`src/rtl/ealu_pkg.sv`:
```
// package for the eight-bit alu with flags: operation codes, flag bit positions
// and the pipeline stage payload type; no dependencies
package ealu_pkg;

    typedef enum logic [5:0] {
        OP_ADD = 6'd0, OP_ADC = 6'd1, OP_SUB = 6'd2, OP_SBC = 6'd3,
        OP_AND = 6'd4, OP_XOR = 6'd5, OP_OR = 6'd6, OP_CP = 6'd7,
        OP_INC = 6'd8, OP_DEC = 6'd9, OP_DAA = 6'd10, OP_CPL = 6'd11,
        OP_SCF = 6'd12, OP_CCF = 6'd13, OP_NEG = 6'd14,
        OP_RLCA = 6'd15, OP_RRCA = 6'd16, OP_RLA = 6'd17, OP_RRA = 6'd18,
        OP_RLC = 6'd19, OP_RRC = 6'd20, OP_RL = 6'd21, OP_RR = 6'd22,
        OP_SLA = 6'd23, OP_SRA = 6'd24, OP_SLL = 6'd25, OP_SRL = 6'd26,
        OP_BIT = 6'd27, OP_RES = 6'd28, OP_SET = 6'd29,
        OP_ADD16 = 6'd30, OP_ADC16 = 6'd31, OP_SBC16 = 6'd32,
        OP_RLD = 6'd33, OP_RRD = 6'd34
    } t_op;

    localparam int unsigned FlagS = 7;
    localparam int unsigned FlagZ = 6;
    localparam int unsigned FlagY = 5;
    localparam int unsigned FlagH = 4;
    localparam int unsigned FlagX = 3;
    localparam int unsigned FlagP = 2;
    localparam int unsigned FlagN = 1;
    localparam int unsigned FlagC = 0;

    // request as it travels between the three stages
    typedef struct packed {
        logic [5:0]  op;
        logic [15:0] a;
        logic [15:0] b;
        logic [7:0]  fi;
        logic [2:0]  bi;
        logic [7:0]  xyb;
        logic [16:0] sum;   // raw adder output, bit 16 is carry/borrow
        logic [4:0]  hsum;  // low-nibble adder for 8-bit ops
        logic [12:0] hsum16;
        logic [15:0] res;
        logic [7:0]  f;
        logic [7:0]  aux;
    } t_stage;

    function automatic logic par_even(input logic [7:0] v);
        return ~^v;
    endfunction

    function automatic logic [7:0] szxyp(input logic [7:0] v);
        logic [7:0] f;
        f = v & 8'hA8;
        f[FlagZ] = (v == 8'h00);
        f[FlagP] = par_even(v);
        return f;
    endfunction

endpackage

```
`src/rtl/eight_bit_alu_with_flags.sv`:
```
// eight-bit alu with flags, top level; depends on ealu_pkg, ealu_arith,
// ealu_result and ealu_flags
// a request passes the adder, select and flags stage registers, in that order, before result valid
// throughput: one request per cycle; the whole pipe advances when the output
// register is empty or being taken, so a stall holds every stage in place
// reset: synchronous active low, clears all stage valid bits
module eight_bit_alu_with_flags (
    input  logic        i_clk,
    input  logic        i_rst_n,
    input  logic        i_valid,
    output logic        o_ready,
    input  logic [5:0]  i_op,
    input  logic [15:0] i_operand_a,
    input  logic [15:0] i_operand_b,
    input  logic [7:0]  i_flags_in,
    input  logic [2:0]  i_bit_index,
    input  logic [7:0]  i_bit_xy_byte,
    output logic        o_valid,
    input  logic        i_ready,
    output logic [15:0] o_result,
    output logic [7:0]  o_flags_out,
    output logic [7:0]  o_aux_byte
);
    logic            en, v1, v2;
    ealu_pkg::t_stage d0, d1, d2;

    // pipe advances unless the output holds an untaken result
    assign en = !o_valid || i_ready;
    assign o_ready = en;

    // pack request
    always_comb begin
        d0 = '0;
        d0.op = i_op;
        d0.a = i_operand_a;
        d0.b = i_operand_b;
        d0.fi = i_flags_in;
        d0.bi = i_bit_index;
        d0.xyb = i_bit_xy_byte;
    end

    ealu_arith u_arith (
        .i_clk(i_clk), .i_rst_n(i_rst_n), .i_en(en),
        .i_valid(i_valid), .i_d(d0), .o_valid(v1), .o_d(d1)
    );

    ealu_result u_result (
        .i_clk(i_clk), .i_rst_n(i_rst_n), .i_en(en),
        .i_valid(v1), .i_d(d1), .o_valid(v2), .o_d(d2)
    );

    ealu_flags u_flags (
        .i_clk(i_clk), .i_rst_n(i_rst_n), .i_en(en),
        .i_valid(v2), .i_d(d2), .o_valid(o_valid),
        .o_res(o_result), .o_f(o_flags_out), .o_aux(o_aux_byte)
    );
endmodule

```
`src/rtl/ealu_arith.sv`:
```
// stage 1: operand decode and the shared 8/16-bit adder
// depends on ealu_pkg
module ealu_arith (
    input  logic            i_clk,
    input  logic            i_rst_n,
    input  logic            i_en,
    input  logic            i_valid,
    input  ealu_pkg::t_stage i_d,
    output logic            o_valid,
    output ealu_pkg::t_stage o_d
);
    logic            r_valid;
    ealu_pkg::t_stage r_d, n_d;
    logic [15:0] x, y;
    logic        c, sub;
    logic [7:0]  a8, b8;

    // pick adder operands per operation
    always_comb begin
        a8 = i_d.a[7:0];
        b8 = i_d.b[7:0];
        x = {8'h00, a8};
        y = {8'h00, b8};
        c = 1'b0;
        sub = 1'b0;
        case (i_d.op)
            ealu_pkg::OP_ADC: c = i_d.fi[ealu_pkg::FlagC];
            ealu_pkg::OP_SUB, ealu_pkg::OP_CP: sub = 1'b1;
            ealu_pkg::OP_SBC: begin
                sub = 1'b1;
                c = i_d.fi[ealu_pkg::FlagC];
            end
            ealu_pkg::OP_NEG: begin
                x = 16'h0000;
                y = {8'h00, a8};
                sub = 1'b1;
            end
            ealu_pkg::OP_ADD16: begin
                x = i_d.a;
                y = i_d.b;
            end
            ealu_pkg::OP_ADC16: begin
                x = i_d.a;
                y = i_d.b;
                c = i_d.fi[ealu_pkg::FlagC];
            end
            ealu_pkg::OP_SBC16: begin
                x = i_d.a;
                y = i_d.b;
                c = i_d.fi[ealu_pkg::FlagC];
                sub = 1'b1;
            end
            default: ;
        endcase
        n_d = i_d;
        if (sub) begin
            n_d.sum = {1'b0, x} - {1'b0, y} - {16'h0000, c};
            n_d.hsum = {1'b0, x[3:0]} - {1'b0, y[3:0]} - {4'h0, c};
            n_d.hsum16 = {1'b0, x[11:0]} - {1'b0, y[11:0]} - {12'h000, c};
        end else begin
            n_d.sum = {1'b0, x} + {1'b0, y} + {16'h0000, c};
            n_d.hsum = {1'b0, x[3:0]} + {1'b0, y[3:0]} + {4'h0, c};
            n_d.hsum16 = {1'b0, x[11:0]} + {1'b0, y[11:0]} + {12'h000, c};
        end
        // 8-bit results carry/borrow sit at bit 8
        if (i_d.op != ealu_pkg::OP_ADD16 && i_d.op != ealu_pkg::OP_ADC16
            && i_d.op != ealu_pkg::OP_SBC16) begin
            n_d.sum[16] = n_d.sum[8];
        end
        n_d.res = 16'h0000;
        n_d.f = i_d.fi;
        n_d.aux = 8'h00;
    end

    // stage register
    always_ff @(posedge i_clk) begin
        if (!i_rst_n) begin
            r_valid <= 1'b0;
        end else if (i_en) begin
            r_valid <= i_valid;
        end
        if (i_en) begin
            r_d <= n_d;
        end
    end

    assign o_valid = r_valid;
    assign o_d = r_d;
endmodule

```
`src/rtl/ealu_result.sv`:
```
// stage 2: result byte/word selection and flags that do not need the result
// depends on ealu_pkg
module ealu_result (
    input  logic            i_clk,
    input  logic            i_rst_n,
    input  logic            i_en,
    input  logic            i_valid,
    input  ealu_pkg::t_stage i_d,
    output logic            o_valid,
    output ealu_pkg::t_stage o_d
);
    logic            r_valid;
    ealu_pkg::t_stage r_d, n_d;
    logic [7:0] a, b, s, t, msk;
    logic       cf, ci, dc;

    always_comb begin
        a = i_d.a[7:0];
        b = i_d.b[7:0];
        s = i_d.sum[7:0];
        cf = i_d.fi[ealu_pkg::FlagC];
        msk = 8'h01 << i_d.bi;
        t = 8'h00;
        dc = cf;
        ci = 1'b0;
        n_d = i_d;
        n_d.res = 16'h0000;
        n_d.aux = 8'h00;
        // carry out of rotates and shifts, kept in f[0] for stage 3
        n_d.f = i_d.fi;
        case (i_d.op)
            ealu_pkg::OP_ADD, ealu_pkg::OP_ADC, ealu_pkg::OP_SUB, ealu_pkg::OP_SBC,
            ealu_pkg::OP_NEG: n_d.res = {8'h00, s};
            ealu_pkg::OP_AND: n_d.res = {8'h00, a & b};
            ealu_pkg::OP_XOR: n_d.res = {8'h00, a ^ b};
            ealu_pkg::OP_OR:  n_d.res = {8'h00, a | b};
            ealu_pkg::OP_CP, ealu_pkg::OP_SCF, ealu_pkg::OP_CCF, ealu_pkg::OP_BIT:
                n_d.res = {8'h00, a};
            ealu_pkg::OP_INC: n_d.res = {8'h00, b + 8'h01};
            ealu_pkg::OP_DEC: n_d.res = {8'h00, b - 8'h01};
            ealu_pkg::OP_DAA: begin
                if (i_d.fi[ealu_pkg::FlagH] || a[3:0] > 4'd9) t[3:0] = 4'h6;
                if (cf || a > 8'h99) begin
                    t[7:4] = 4'h6;
                    dc = 1'b1;
                end
                if (i_d.fi[ealu_pkg::FlagN]) begin
                    n_d.res = {8'h00, a - t};
                    n_d.f[ealu_pkg::FlagH] = (a[3:0] < t[3:0]);
                end else begin
                    n_d.res = {8'h00, a + t};
                    n_d.f[ealu_pkg::FlagH] = ({1'b0, a[3:0]} + {1'b0, t[3:0]}) > 5'h0F;
                end
                n_d.f[ealu_pkg::FlagC] = dc;
            end
            ealu_pkg::OP_CPL: n_d.res = {8'h00, ~a};
            ealu_pkg::OP_RLCA: begin n_d.res = {8'h00, a[6:0], a[7]}; ci = a[7]; end
            ealu_pkg::OP_RRCA: begin n_d.res = {8'h00, a[0], a[7:1]}; ci = a[0]; end
            ealu_pkg::OP_RLA:  begin n_d.res = {8'h00, a[6:0], cf};   ci = a[7]; end
            ealu_pkg::OP_RRA:  begin n_d.res = {8'h00, cf, a[7:1]};   ci = a[0]; end
            ealu_pkg::OP_RLC:  begin n_d.res = {8'h00, b[6:0], b[7]}; ci = b[7]; end
            ealu_pkg::OP_RRC:  begin n_d.res = {8'h00, b[0], b[7:1]}; ci = b[0]; end
            ealu_pkg::OP_RL:   begin n_d.res = {8'h00, b[6:0], cf};   ci = b[7]; end
            ealu_pkg::OP_RR:   begin n_d.res = {8'h00, cf, b[7:1]};   ci = b[0]; end
            ealu_pkg::OP_SLA:  begin n_d.res = {8'h00, b[6:0], 1'b0}; ci = b[7]; end
            ealu_pkg::OP_SRA:  begin n_d.res = {8'h00, b[7], b[7:1]}; ci = b[0]; end
            ealu_pkg::OP_SLL:  begin n_d.res = {8'h00, b[6:0], 1'b1}; ci = b[7]; end
            ealu_pkg::OP_SRL:  begin n_d.res = {8'h00, 1'b0, b[7:1]}; ci = b[0]; end
            ealu_pkg::OP_RES: n_d.res = {8'h00, b & ~msk};
            ealu_pkg::OP_SET: n_d.res = {8'h00, b | msk};
            ealu_pkg::OP_ADD16, ealu_pkg::OP_ADC16, ealu_pkg::OP_SBC16:
                n_d.res = i_d.sum[15:0];
            ealu_pkg::OP_RLD: begin
                n_d.res = {8'h00, a[7:4], b[7:4]};
                n_d.aux = {b[3:0], a[3:0]};
            end
            ealu_pkg::OP_RRD: begin
                n_d.res = {8'h00, a[7:4], b[3:0]};
                n_d.aux = {a[3:0], b[7:4]};
            end
            default: ;
        endcase
        if (i_d.op >= ealu_pkg::OP_RLCA && i_d.op <= ealu_pkg::OP_SRL) begin
            n_d.f[ealu_pkg::FlagC] = ci;
        end
    end

    always_ff @(posedge i_clk) begin
        if (!i_rst_n) begin
            r_valid <= 1'b0;
        end else if (i_en) begin
            r_valid <= i_valid;
        end
        if (i_en) begin
            r_d <= n_d;
        end
    end

    assign o_valid = r_valid;
    assign o_d = r_d;
endmodule

```
`src/rtl/ealu_flags.sv`:
```
// stage 3: final flag byte from the result, into the output register
// depends on ealu_pkg
module ealu_flags (
    input  logic            i_clk,
    input  logic            i_rst_n,
    input  logic            i_en,
    input  logic            i_valid,
    input  ealu_pkg::t_stage i_d,
    output logic            o_valid,
    output logic [15:0]     o_res,
    output logic [7:0]      o_f,
    output logic [7:0]      o_aux
);
    logic        r_valid;
    logic [15:0] r_res;
    logic [7:0]  r_f, r_aux, n_f;
    logic [7:0]  a, b, r, fi, xyb, hi, sz;
    logic        cf, t, ov8, ov16, add_ov;

    always_comb begin
        a = i_d.a[7:0];
        b = i_d.b[7:0];
        r = i_d.res[7:0];
        hi = i_d.res[15:8];
        fi = i_d.fi;
        xyb = i_d.xyb;
        cf = fi[ealu_pkg::FlagC];
        sz = ealu_pkg::szxyp(r);
        t = b[i_d.bi];
        add_ov = (i_d.op == ealu_pkg::OP_ADD || i_d.op == ealu_pkg::OP_ADC);
        if (add_ov) begin
            ov8 = ((a ^ r) & (b ^ r)) >= 8'h80;
        end else if (i_d.op == ealu_pkg::OP_NEG) begin
            ov8 = (a & r) >= 8'h80;
        end else begin
            ov8 = ((a ^ b) & (a ^ r)) >= 8'h80;
        end
        if (i_d.op == ealu_pkg::OP_ADC16) begin
            ov16 = ((i_d.a[15] ^ hi[7]) & (i_d.b[15] ^ hi[7]));
        end else begin
            ov16 = ((i_d.a[15] ^ i_d.b[15]) & (i_d.a[15] ^ hi[7]));
        end
        n_f = fi;
        case (i_d.op)
            ealu_pkg::OP_ADD, ealu_pkg::OP_ADC, ealu_pkg::OP_SUB, ealu_pkg::OP_SBC,
            ealu_pkg::OP_NEG, ealu_pkg::OP_CP: begin
                n_f = r & 8'hA8;
                n_f[ealu_pkg::FlagZ] = (r == 8'h00);
                n_f[ealu_pkg::FlagH] = i_d.hsum[4];
                n_f[ealu_pkg::FlagP] = ov8;
                n_f[ealu_pkg::FlagN] = !add_ov;
                n_f[ealu_pkg::FlagC] = i_d.sum[16];
                if (i_d.op == ealu_pkg::OP_CP) begin
                    n_f[ealu_pkg::FlagS] = i_d.sum[7];
                    n_f[ealu_pkg::FlagZ] = (i_d.sum[7:0] == 8'h00);
                    n_f[ealu_pkg::FlagP] = ((a ^ b) & (a ^ i_d.sum[7:0])) >= 8'h80;
                    n_f[ealu_pkg::FlagY] = b[5];
                    n_f[ealu_pkg::FlagX] = b[3];
                end
            end
            ealu_pkg::OP_AND: n_f = sz | 8'h10;
            ealu_pkg::OP_XOR, ealu_pkg::OP_OR: n_f = sz;
            ealu_pkg::OP_INC, ealu_pkg::OP_DEC: begin
                n_f = r & 8'hA8;
                n_f[ealu_pkg::FlagZ] = (r == 8'h00);
                n_f[ealu_pkg::FlagC] = cf;
                if (i_d.op == ealu_pkg::OP_INC) begin
                    n_f[ealu_pkg::FlagH] = (b[3:0] == 4'hF);
                    n_f[ealu_pkg::FlagP] = (b == 8'h7F);
                end else begin
                    n_f[ealu_pkg::FlagH] = (b[3:0] == 4'h0);
                    n_f[ealu_pkg::FlagP] = (b == 8'h80);
                    n_f[ealu_pkg::FlagN] = 1'b1;
                end
            end
            ealu_pkg::OP_DAA: begin
                n_f = sz;
                n_f[ealu_pkg::FlagN] = fi[ealu_pkg::FlagN];
                n_f[ealu_pkg::FlagH] = i_d.f[ealu_pkg::FlagH];
                n_f[ealu_pkg::FlagC] = i_d.f[ealu_pkg::FlagC];
            end
            ealu_pkg::OP_CPL: begin
                n_f = (fi & 8'hD7) | (r & 8'h28);
                n_f[ealu_pkg::FlagH] = 1'b1;
                n_f[ealu_pkg::FlagN] = 1'b1;
            end
            ealu_pkg::OP_SCF: n_f = (fi & 8'hC4) | (a & 8'h28) | 8'h01;
            ealu_pkg::OP_CCF: n_f = (fi & 8'hC4) | (a & 8'h28) | (cf ? 8'h10 : 8'h01);
            ealu_pkg::OP_RLCA, ealu_pkg::OP_RRCA, ealu_pkg::OP_RLA, ealu_pkg::OP_RRA:
                n_f = (fi & 8'hC4) | (r & 8'h28) | {7'h00, i_d.f[ealu_pkg::FlagC]};
            ealu_pkg::OP_RLC, ealu_pkg::OP_RRC, ealu_pkg::OP_RL, ealu_pkg::OP_RR,
            ealu_pkg::OP_SLA, ealu_pkg::OP_SRA, ealu_pkg::OP_SLL, ealu_pkg::OP_SRL:
                n_f = sz | {7'h00, i_d.f[ealu_pkg::FlagC]};
            ealu_pkg::OP_BIT: begin
                n_f = (xyb & 8'h28) | 8'h10 | {7'h00, cf};
                n_f[ealu_pkg::FlagZ] = !t;
                n_f[ealu_pkg::FlagP] = !t;
                n_f[ealu_pkg::FlagS] = (i_d.bi == 3'd7) && t;
            end
            ealu_pkg::OP_RES, ealu_pkg::OP_SET: n_f = fi;
            ealu_pkg::OP_ADD16: begin
                n_f = (fi & 8'hC4) | (hi & 8'h28);
                n_f[ealu_pkg::FlagH] = i_d.hsum16[12];
                n_f[ealu_pkg::FlagC] = i_d.sum[16];
            end
            ealu_pkg::OP_ADC16, ealu_pkg::OP_SBC16: begin
                n_f = hi & 8'hA8;
                n_f[ealu_pkg::FlagZ] = (i_d.res == 16'h0000);
                n_f[ealu_pkg::FlagH] = i_d.hsum16[12];
                n_f[ealu_pkg::FlagP] = ov16;
                n_f[ealu_pkg::FlagN] = (i_d.op == ealu_pkg::OP_SBC16);
                n_f[ealu_pkg::FlagC] = i_d.sum[16];
            end
            ealu_pkg::OP_RLD, ealu_pkg::OP_RRD: n_f = sz | {7'h00, cf};
            default: n_f = fi;
        endcase
    end

    always_ff @(posedge i_clk) begin
        if (!i_rst_n) begin
            r_valid <= 1'b0;
        end else if (i_en) begin
            r_valid <= i_valid;
        end
        if (i_en) begin
            r_res <= i_d.res;
            r_f <= n_f;
            r_aux <= i_d.aux;
        end
    end

    assign o_valid = r_valid;
    assign o_res = r_res;
    assign o_f = r_f;
    assign o_aux = r_aux;
endmodule

```
`config.mk`:
```
export PLATFORM = sky130hd
export DESIGN_NAME = eight_bit_alu_with_flags
export DESIGN_NICKNAME = d
export VERILOG_FILES = /design/src/rtl/ealu_pkg.sv /design/src/rtl/eight_bit_alu_with_flags.sv /design/src/rtl/ealu_arith.sv /design/src/rtl/ealu_result.sv /design/src/rtl/ealu_flags.sv
export SDC_FILE = /design/constraint.sdc
export NUM_CORES = 1
export LEC_CHECK = 0
export BUFFER_PORTS_ARGS = -buffer_cell sky130_fd_sc_hd__buf_2
export CORE_MARGIN = 2
export CORE_UTILIZATION = 50
export DETAILED_ROUTE_END_ITERATION = 12
export GPL_ROUTABILITY_DRIVEN = 0
export GPL_TIMING_DRIVEN = 1
export PLACE_DENSITY_LB_ADDON = 0.12
export SETUP_SLACK_MARGIN = 0.05
export SLEW_MARGIN = 5
export SYNTH_ARGS = -nofsm -noshare
export SYNTH_HDL_FRONTEND = slang
export SYNTH_SLANG_ARGS = --single-unit
```
`constraint.sdc`:
```
create_clock -name i_clk -period 15.36 [get_ports i_clk]
set_input_delay 3.072 -clock i_clk [delete_from_list [all_inputs] [get_ports i_clk]]
set_output_delay 3.072 -clock i_clk [all_outputs]
set_load 0.05 [all_outputs]
```
After elaboration in Yosys (flattened, before gate mapping). Cells that the tools add are included.

Output and inout bits: 34. Logic and storage cells: 232. Bits of input ports: 61. Register bits after elaboration: 244.

$add $sub $neg: 17. Equality and inequality tests: 81. Muxes and demuxes: 31. Reduce and logical (&&, ||, !) cells: 35. Bitwise gates (word level): 29. Shifts and indexed selects: 1. Magnitude comparators: 11.

Operators by type and width (number): $pmux 16 s26 (1); $eq 6x5->1 const B (32); $pmux 8 s14 (1); $eq 6x4->1 const B (17); $pmux 16 s2 (2); $eq 6x3->1 const B (9); $and 8x8->8 (6); $eq 6x6->1 const B (7); $xor 8x8->8 (5); $eq 6x2->1 const B (6); $mux 35 (1); $ge 8x8->1 const B (4); $or 8x6->8 (4); $or 8x1->8 (3); $or 8x8->8 (3); $reduce_or 4->1 (5); $eq 6x1->1 const B (3); $add 16x16->17 (1); $add 17x1->17 (1); $sub 16x16->17 (1); $sub 17x1->17 (1); $logic_not 16->1 (1); $logic_not 8->1 (2); $not 8->8 (2); 49 further kinds (87).

Longest topological paths before layout. Gate-level depths: netlist of run 1.

Word-level depth: 8. Gate-level depth with buffers: 16. Gate-level depth less buffers: 16.

By module. Synthesis of run 1 repeated with hierarchy kept, for this count alone.

Cell total of the unflattened synthesis: 1195. Area, all modules: 13382.8 um^2.

Modules (own cells, without submodules): ealu_result (sequential area each 3563.4 um^2, area an instance 6224.7 um^2, cells an instance 513, times used 1); ealu_arith (sequential area each 2302.2 um^2, area an instance 4961.0 um^2, cells an instance 462, times used 1); ealu_flags (sequential area each 980.9 um^2, area an instance 2187.1 um^2, cells an instance 218, times used 1); eight_bit_alu_with_flags (sequential area each 0.0 um^2, area an instance 10.0 um^2, cells an instance 2, times used 1).

Worst setup path after synthesis of run 1. Ideal clock, no wire load.

Kind: in2out. Start point: in i_ready. End point: out o_ready. Slack: 5.010 ns. Path buffers: 0. Stages on the path: 1. Arrival time: 7.278 ns. Data required time: 12.288 ns. Path through: nand2b_1.

Word-level cells in the longest chain between the ends: 1.

Ends and longest elaborated chain: start, declared (line eight_bit_alu_with_flags.sv:19) `input logic i_ready,`; $logic_or 1x1->1 (line eight_bit_alu_with_flags.sv:28) `assign en = !o_valid || i_ready;`; end, declared (line eight_bit_alu_with_flags.sv:11) `output logic o_ready,`.

No other way between the ends.

Final worst setup path of run 1. Same ends and word-level chain as after synthesis.

==> flow_summary_export.csv, run 1 <==
group,metric,value,unit
placement,hpwl,18.85,mm
yosys,syn_avg_cell_area,10.11,um^2
yosys,synth-edff-count,157,
setup_path,timing_worst_setup_path_type,"in -> out",
timing,relSlewSlack,0.2054,
yosys,ys_ff_latch,160,
clock_network,clk_pin_slew,60,ps
grt,grt_usage,0.2402,
die,pin_count,95,
clock_network,numCtsBuffers,17,
grt,grt_max_degree,83,
timing,finalMaxSlewViolations,0,
clock_network,cts_setup_buffers,0,
clock_network,cts_tree,"built",
timing,finClkSkew,10.89,ps
routing,ant_nets,0,
routing,drtIter0Drc,643,
clock_network,root_buffer,"clkbuf_16",
routing,num_vias,8080,
setup_path,crit_arrival,3950,ps
placement,dp_slack,8319,ps
setup_path,critPathLaunchType,"input port",
placement,dp_cells,1339,
yosys,synth_top_cell_area_share,0.4581,
die,core_area,20230,um^2
die,dieArea,21750,um^2
job,cap_viol_max_count,0,
clock_network,cts_resized,0,
yosys,synth_most_common_cell,"edfxtp_1",
grt,grt_first_pass_wirelength,40.45,mm
finish,drive_gt1_frac,0.1308,
die,fp-row-count,52,
power_and_ir_drop,p_leak,4.820,nW
routing,wl,25.52,mm
finish,fin_nets,1220,
yosys,yosysWarnings,0,
timing,period_needed,7022,ps
timing,hold_slack,418.0,ps
clock_network,clock_latency,420,ps
finish,postLayoutCellArea,11530,um^2
timing,finalHoldViolations,0,
grt,antenna_found_initial,0,
clock_network,clock_sinks,160,
yosys,postSynth.asyncResetShare,0,
timing,fin_tns_setup,0,ps
timing,fmax,142.4,MHz
clock_network,clockBufferDepth,2,
setup_path,worst_ep_required_time,12290,ps
yosys,synth.top_cells.by_area,"edfxtp_1 (46%), ha_1 (8.0%), nand2_1 (3.8%)",
routing,route.detailed.wl_per_inst,18.60,um
clock_network,htreeDepth,4,
yosys,ys_top_cells_by_count,"edfxtp_1 (157), nand2_1 (103), nor2_1 (70), ha_1 (66), inv_1 (66)",
run_status,status,"finished clean",
hold_path,hold_path_class,"reg -> reg",
yosys,synthesis.nets,1150,
yosys,synth_cell_type_count,77,
finish,fin_util,0.5697,
routing,drc,0,
finish,final_cells,1372,
power_and_ir_drop,p_per_area,105.4,nW/um^2
timing,worst_pin_slew,1181,ps
placement,port_buffers,88,
yosys,syn_area,10290,um^2
finish,syn_to_final_growth,12.01,%
yosys,yosys.area.top_type,"edfxtp_1",
die,die_w,147.5,um
timing,setup_viol,0,
clock_network,postCtsHoldBufs,0,
timing,finalWorstSetupSlack,8338,ps
routing,dr.pass1.iters,5,
die,die_h,147.5,um
yosys,ys.flop_type,"edfxtp_1",
timing,period_share,0.4572,
setup_path,crit_fanout,31,
yosys,synthCells,1018,
routing,routed_via_density,5.889,
placement,dpl-instance-area,10970,um^2
grt,grt_pass1_vias,7556,
die,initial_utilization,0.5086,
power_and_ir_drop,fin_total_pwr,1.215,mW
power_and_ir_drop,ir_drop,0.09726,mV
grt,globalRouteOverflowTotal,0,
yosys,ys_seq_area_frac,0.4640,
setup_path,endpoint_kind,"primary output",
timing,rsz0062_at_grt,"false",
## where the power goes
| group | leakage (nW) | total (mW) | switching (mW) | internal (mW) |
|---|---|---|---|---|
| sequential | 1.76 | 0.576 | 0.0431 | 0.533 |
| clock | 0.271 | 0.397 | 0.183 | 0.214 |
| combinational | 2.79 | 0.242 | 0.151 | 0.0915 |
## path summary, 6_finish.rpt
kind | from | end | slack (ps) | depth (start not counted)
min | u_result.o_d[3]$_DFFE_PP_ | u_flags.o_aux[3]$_DFFE_PP_ | 420 | 0
max | i_ready | o_ready | 8340 | 3
min reg2reg | u_result.o_d[3]$_DFFE_PP_ | u_flags.o_aux[3]$_DFFE_PP_ | 420 | 0
max reg2reg | u_arith.o_d[121]$_DFFE_PP_ | u_result.o_d[19]$_DFFE_PP_ | 11620 | 12
## worst max-delay path: stages
cell	delay, ps
buf_2	70
nand2b_4	380
buf_2	400
## flip-flops by register name (all words and copies together) (netlist names)
register          cells
u_result.o_valid      1
u_flags.o_res        16
u_flags.o_f           8
u_arith.o_d          56
u_flags.o_aux         8
u_result.o_d         69
u_flags.o_valid       1
u_arith.o_valid       1
## metal layers
metal	vias up	track usage	part of all wire
li1	3917	-	-
met4	0	0.1019	0.029
met3	57	0.04691	0.076
met2	359	0.3675	0.46
met1	3747	0.3364	0.44
met5	-	0	0
## kinds of logic after synthesis
| logic type | synth area share |
|---|---|
| AOI/OAI and AO/OA | 0.1750 |
| xor gates and xnor gates | 0.04511 |
| adders and majority gates | 0.08997 |
| buffers and inverters | 0.04182 |
| DFF | 0.4640 |
| muxes | 0.01726 |
| and+or+nand+nor | 0.1669 |
## placed cells by master (no fill, tap or decap), types with 22 or more instances in the layout
cell type,instances
xnor2_1,37
a21oi_1,63
nand2_1,103
nor2_1,70
and2_1,24
buf_2,88
inv_1,66
nor3_1,22
ha_1,66
o21ai_0,32
edfxtp_1,157
## cell type report
| class | count | area [um^2] |
|---|---|---|
| antenna | 1 | 2.502 |
| clock buffer | 19 | 432.9 |
| clock inverter | 13 | 123.9 |
| fill | 1825 | 8707 |
| inverter | 68 | 255.2 |
| multi-input combinational | 745 | 5100 |
| sequential | 160 | 4775 |
| tap | 270 | 337.8 |
| timing repair buffer | 96 | 500.5 |
Note: power is estimated with default switching activity, not from simulation.
==> run 2, diff against run 1 <==
==> constraint.sdc (replaced) <==
create_clock -name i_clk -period 6.42 [get_ports i_clk]
set_input_delay 1.284 -clock i_clk [delete_from_list [all_inputs] [get_ports i_clk]]
set_output_delay 1.284 -clock i_clk [all_outputs]
set_load 0.05 [all_outputs]
==> run 2 against run 1 <==
Effect of this change: final area grew 0.51%; hold slack is essentially flat; clock power grew to 2.5 times the previous value; largest cell class unchanged; sequential share of layout area shrank 0.21 points; critical path type is now in -> reg; largest power group unchanged; global-route usage shrank 0.28 points.
==> flow_summary_export.csv, run 2 (synthesis gave the netlist of run 1 again) <==
group,metric,value,unit
grt,grt_pass1_vias,7533,
finish,drive_gt1_frac,0.1318,
grt,busiest_layer,"met2",
setup_path,r2r_cells,12,
hold_path,min_path_cells,0,
timing,period_share,0.7097,
die,dieArea,21750,um^2
placement,dp_slack,1429,ps
finish,fin_nets,1219,
power_and_ir_drop,p_per_area,256.1,nW/um^2
clock_network,htreeDepth,4,
finish,num-fill-cells,1757,
timing,finalHoldViolations,0,
placement,dpl-instance-area,10970,um^2
power_and_ir_drop,fin_total_pwr,2.968,mW
placement,hpwl,18.53,mm
routing,routed_via_density,5.880,
routing,wl,25.18,mm
timing,fin_tns_setup,0,ps
timing,worst_pin_slew,1163,ps
clock_network,root_buffer,"clkbuf_16",
setup_path,worstReg2RegEnd,"u_result.o_d[19]$_DFFE_PP_",
setup_path,rrSetupSlack,2790,ps
grt,grt_first_pass_wirelength,40.26,mm
timing,finClkSkew,14.81,ps
finish,postLayoutCellArea,11590,um^2
clock_network,numCtsBuffers,17,
placement,port_buffers,88,
timing,fmax,219.5,MHz
run_status,status,"finished clean",
grt,grt_max_degree,119,
clock_network,clk_pin_slew,70,ps
setup_path,critPathLaunchType,"input port",
routing,num_vias,8062,
timing,finalMaxSlewViolations,0,
die,pin_count,95,
hold_path,worst_hold_path.endpoint,"u_flags.o_aux[5]$_DFFE_PP_",
grt,grt_usage,0.2374,
grt,antenna_found_initial,0,
timing,setup_viol,0,
setup_path,worst_ep_required_time,6570,ps
setup_path,timing_worst_setup_path_type,"in -> reg",
routing,drtIter0Drc,690,
die,fp-row-count,52,
grt,met2_usage,0.3675,
die,initial_utilization,0.5086,
grt,use_met3,0.03642,
hold_path,hold_path_class,"reg -> reg",
routing,ant_nets,0,
timing,rsz0062_at_grt,"false",
hold_path,hp-start,"u_result.o_d[5]$_DFFE_PP_",
clock_network,cts_tree,"built",
clock_network,postCtsHoldBufs,0,
timing,hold_slack,417.8,ps
finish,final_common_cell,"edfxtp_1",
timing,finalWorstSetupSlack,1864,ps
die,core_area,20230,um^2
setup_path,crit_arrival,4700,ps
clock_network,cts_resized,0,
clock_network,clock_sinks,160,
routing,dr.pass1.iters,7,
timing,relSlewSlack,0.2190,
setup_path,crit_fanout,18,
finish,largest_reg_flops,69,
grt,globalRouteOverflowTotal,0,
power_and_ir_drop,p_leak,4.845,nW
timing,period_needed,4556,ps
finish,layout_common_cells,"edfxtp_1 (157), nand2_1 (103), buf_2 (88)",
grt,grt_use_met1,0.3411,
setup_path,reg2reg_from,"u_arith.o_d[121]$_DFFE_PP_",
job,cap_viol_max_count,0,
power_and_ir_drop,ir_drop,0.1838,mV
clock_network,clockBufferDepth,2,
setup_path,endpoint_kind,"flop",
finish,syn_to_final_growth,12.58,%
routing,route.detailed.wl_per_inst,18.36,um
clock_network,cts_setup_buffers,0,
routing,drc,0,
die,die_h,147.5,um
clock_network,clock_latency,430,ps
die,die_w,147.5,um
-- run 2: cell count changes in the layout (fill, tap and decap cells not counted), moves of 2 or more --
cell	before	now
clkbuf_1	2	0
clkinv_8	1	4
inv_8	3	7
inv_6	4	0
buf_4	8	6
-- run 2: power by group --
group / internal, mW / leakage [nW] / total, mW / switching, mW
registers: 1.27 / 1.76 / 1.38 / 0.103
clock network: 0.532 / 0.295 / 1.01 / 0.480
logic: 0.220 / 2.79 / 0.578 / 0.359
total: 2.03 / 4.85 / 2.97 / 0.942
-- run 2: worst max-delay path: stages --
cell and delay, ps:
buf_2 150, nor4b_1 350, nand2_1 150, o21ai_1 550, nand2_1 170, ha_1 380, inv_1 80, ha_1 360
nand3_1 170, a211oi_1 430, o21bai_1 180, nand2b_1 170, xnor2_1 130, mux2i_1 130
-- run 2: final cells by class --
type                       count  area, um^2  share of cell area
antenna                        1       2.502           0.0002160
clock buffer                  17       425.4             0.03672
clock inverter                15       185.2             0.01598
inverter                      68       255.2             0.02203
multi-input combinational    745        5100              0.4402
sequential                   160        4775              0.4121
tap                          270       337.8             0.02916
timing repair buffer          95       505.5             0.04363
-- run 2: per-layer routing --
metal / part of all wire / up-vias
li1: - / 3916
met1: 0.45 / 3748
met2: 0.44 / 331
met3: 0.071 / 67
met4: 0.034 / 0
met5: 0 / -
-- run 2: how the worst max path moves through the flow --
| stage | start | to | slack, ps | cells after the start |
|---|---|---|---|---|
| 3_3_place_gp | i_op[2] | u_arith.o_d[65]$_DFFE_PP_ | 1490 | 15 |
| 6_report | i_op[2] | u_arith.o_d[44]$_DFFE_PP_ | 1860 | 14 |
| 5_1_grt | i_op[2] | u_arith.o_d[63]$_DFFE_PP_ | 1450 | 15 |
| 3_5_place_dp | i_op[2] | u_arith.o_d[65]$_DFFE_PP_ | 1430 | 15 |
| 4_1_cts | i_op[2] | u_arith.o_d[65]$_DFFE_PP_ | 1880 | 15 |
| 2_1_floorplan | i_ready | o_ready | 1620 | 1 |
-- run 2: metrics by stage --
step | utilization | cells
6_report | 0.5726 | 1371
5_1_grt | 0.5725 | 1370
4_1_cts | 0.5725 | 1370
3_5_place_dp | 0.5423 | 1338
3_3_place_gp | 0.5423 | 1338
2_1_floorplan | - | 1018
==> run 3, diff against run 2 <==
==> constraint.sdc (replaced) <==
create_clock -name i_clk -period 4 [get_ports i_clk]
set_input_delay 0.8 -clock i_clk [delete_from_list [all_inputs] [get_ports i_clk]]
set_output_delay 0.8 -clock i_clk [all_outputs]
set_load 0.05 [all_outputs]
==> run 3 against run 2 <==
Effect of this change: non-clock buffer count increased by 39; sequential cell count unchanged; sequential share of layout area decreased by 1.0 points; register-to-register slack got worse by 2000 ps; clock power increased by 58%; count of clock-buffer cells in the layout increased by 1; utilization increased by 1.4 points; clock skew decreased by 5.3 ps; highest routed layer unchanged.
==> flow_summary_export.csv, run 3 (synthesis gave the netlist of run 1 again) <==
group,metric,value,unit
timing,rsz0062_at_grt,"false",
power_and_ir_drop,p_leak,5.036,nW
setup_path,critPathLaunchType,"input port",
clock_network,clockBufferDepth,2,
timing,period_needed,3562,ps
power_and_ir_drop,ir_drop,0.3098,mV
finish,syn_to_final_growth,15.39,%
clock_network,root_buffer,"clkbuf_16",
timing,finalWorstSetupSlack,437.7,ps
finish,layout_common_cells,"edfxtp_1 (157), nand2_1 (103), buf_2 (88)",
die,core_area,20230,um^2
setup_path,slowest_delay,380,ps
finish,num-fill-cells,1773,
timing,finClkSkew,9.503,ps
die,fp-row-count,52,
clock_network,cts_setup_buffers,0,
timing,period_share,0.8906,
placement,port_buffers,88,
finish,final_common_cell,"edfxtp_1",
grt,globalRouteOverflowTotal,0,
grt,grt_usage,0.2403,
finish,largest_reg_flops,69,
power_and_ir_drop,switching_share,0.3128,
finish,drive_gt1_frac,0.1615,
setup_path,endpoint_kind,"flop",
grt,grt_pass1_vias,7662,
setup_path,rrSetupSlack,790,ps
routing,drc,0,
die,pin_count,95,
hold_path,min_path_cells,0,
setup_path,crit_family,"simple AND/OR/NAND/NOR gates",
routing,routed_via_density,5.899,
clock_network,clk_pin_slew,70,ps
setup_path,worst_ep_required_time,4160,ps
power_and_ir_drop,clkPwrFrac,0.334,
setup_path,path_buf_inv,3,
power_and_ir_drop,p_comb_frac,0.207,
power_and_ir_drop,p_int,3.283,mW
routing,drtIter0Drc,799,
die,die_w,147.5,um
routing,ant_nets,0,
die,dieArea,21750,um^2
die,die_h,147.5,um
routing,wl,25.79,mm
job,cap_viol_max_count,0,
setup_path,worstPathCellList,"buf_2, nor4b_1, nand2_1, o21ai_1, buf_12, nand2_1, ha_1, inv_1, ha_1, nand3_1, a211oi_1, nor2_1, nand3_1, a31oi_1, a2bb2oi_1, o211ai_1",
setup_path,crit_fanout,18,
routing,route.detailed.wl_per_inst,18.31,um
timing,fin_tns_setup,0,ps
finish,multiInputGateArea,5100,um^2
die,initial_utilization,0.5086,
timing,setup_viol,0,
placement,dp_slack,-5.546,ps
setup_path,r2r_cells,12,
setup_path,cp_slowest_cell,"nor4b_1",
grt,antenna_found_initial,0,
clock_network,postCtsHoldBufs,0,
clock_network,clock_latency,430,ps
clock_network,numCtsBuffers,17,
setup_path,cp.depth,16,
finish,seqCellArea,4775,um^2
placement,hpwl,19.34,mm
run_status,status,"finished clean",
clock_network,cts_resized,0,
grt,grt_first_pass_wirelength,40.37,mm
routing,dr.pass1.iters,6,
timing,finalMaxSlewViolations,0,
power_and_ir_drop,switching_power,1.494,mW
finish,fin_nets,1258,
finish,n_antenna_cell,0,
clock_network,htreeDepth,4,
setup_path,timing_worst_setup_path_type,"in -> reg",
setup_path,crit_arrival,3730,ps
power_and_ir_drop,seqPwrFrac,0.459,
clock_network,clock_sinks,160,
timing,fmax,280.7,MHz
hold_path,hold_path_class,"reg -> reg",
power_and_ir_drop,p_per_area,402.3,nW/um^2
grt,grt_max_degree,105,
routing,num_vias,8312,
timing,relSlewSlack,0.2318,
timing,worst_pin_slew,1142,ps
clock_network,cts_tree,"built",
timing,finalHoldViolations,0,
## run 3: stage by stage
step | area, um^2 | utilization | total power [mW] | hold slack, ps | instances
after floorplan | 10290 | - | 2.891 | 400.3 | 1018
after global placement | 11280 | 0.5574 | 3.191 | 400.8 | 1377
after detailed placement | 11280 | 0.5574 | 3.203 | 404.5 | 1377
after CTS | 11880 | 0.5869 | 4.805 | 416.7 | 1409
after global routing | 11880 | 0.5869 | 4.981 | 419.5 | 1409
final | 11880 | 0.5869 | 4.777 | 416.1 | 1409
## run 3: per-layer routing
metal,vias up,track usage,wire (um)
li1,4001,-,-
met5,-,0,0
met2,357,0.3759,11790
met4,0,0.09567,765
met3,65,0.05062,2059
met1,3889,0.3297,11180
## run 3: path summary, 6_finish.rpt
check                             start                    endpoint
max                             i_op[1]   u_arith.o_d[65]$_DFFE_PP_
min           u_result.o_d[3]$_DFFE_PP_  u_flags.o_aux[3]$_DFFE_PP_
max reg2reg  u_arith.o_d[120]$_DFFE_PP_  u_result.o_d[19]$_DFFE_PP_
min reg2reg   u_result.o_d[3]$_DFFE_PP_  u_flags.o_aux[3]$_DFFE_PP_
## run 3: power by group through the flow
stage,logic (mW),clock network (mW),registers (mW)
after floorplan,0.594,0,2.30
after global placement,0.966,0,2.23
after detailed placement,0.974,0,2.23
after CTS,0.978,1.63,2.19
after global routing,1.08,1.69,2.21
final,0.987,1.60,2.19
## run 3: area by class of cell
cell class              count  share of cell area
flip-flops and latches    160              0.4021
multi-input cells         745              0.4295
inverters                  68             0.02149
clock buffers              18             0.03698
well taps                 270             0.02845
clock inverters            14             0.01328
repair buffers            134             0.06828
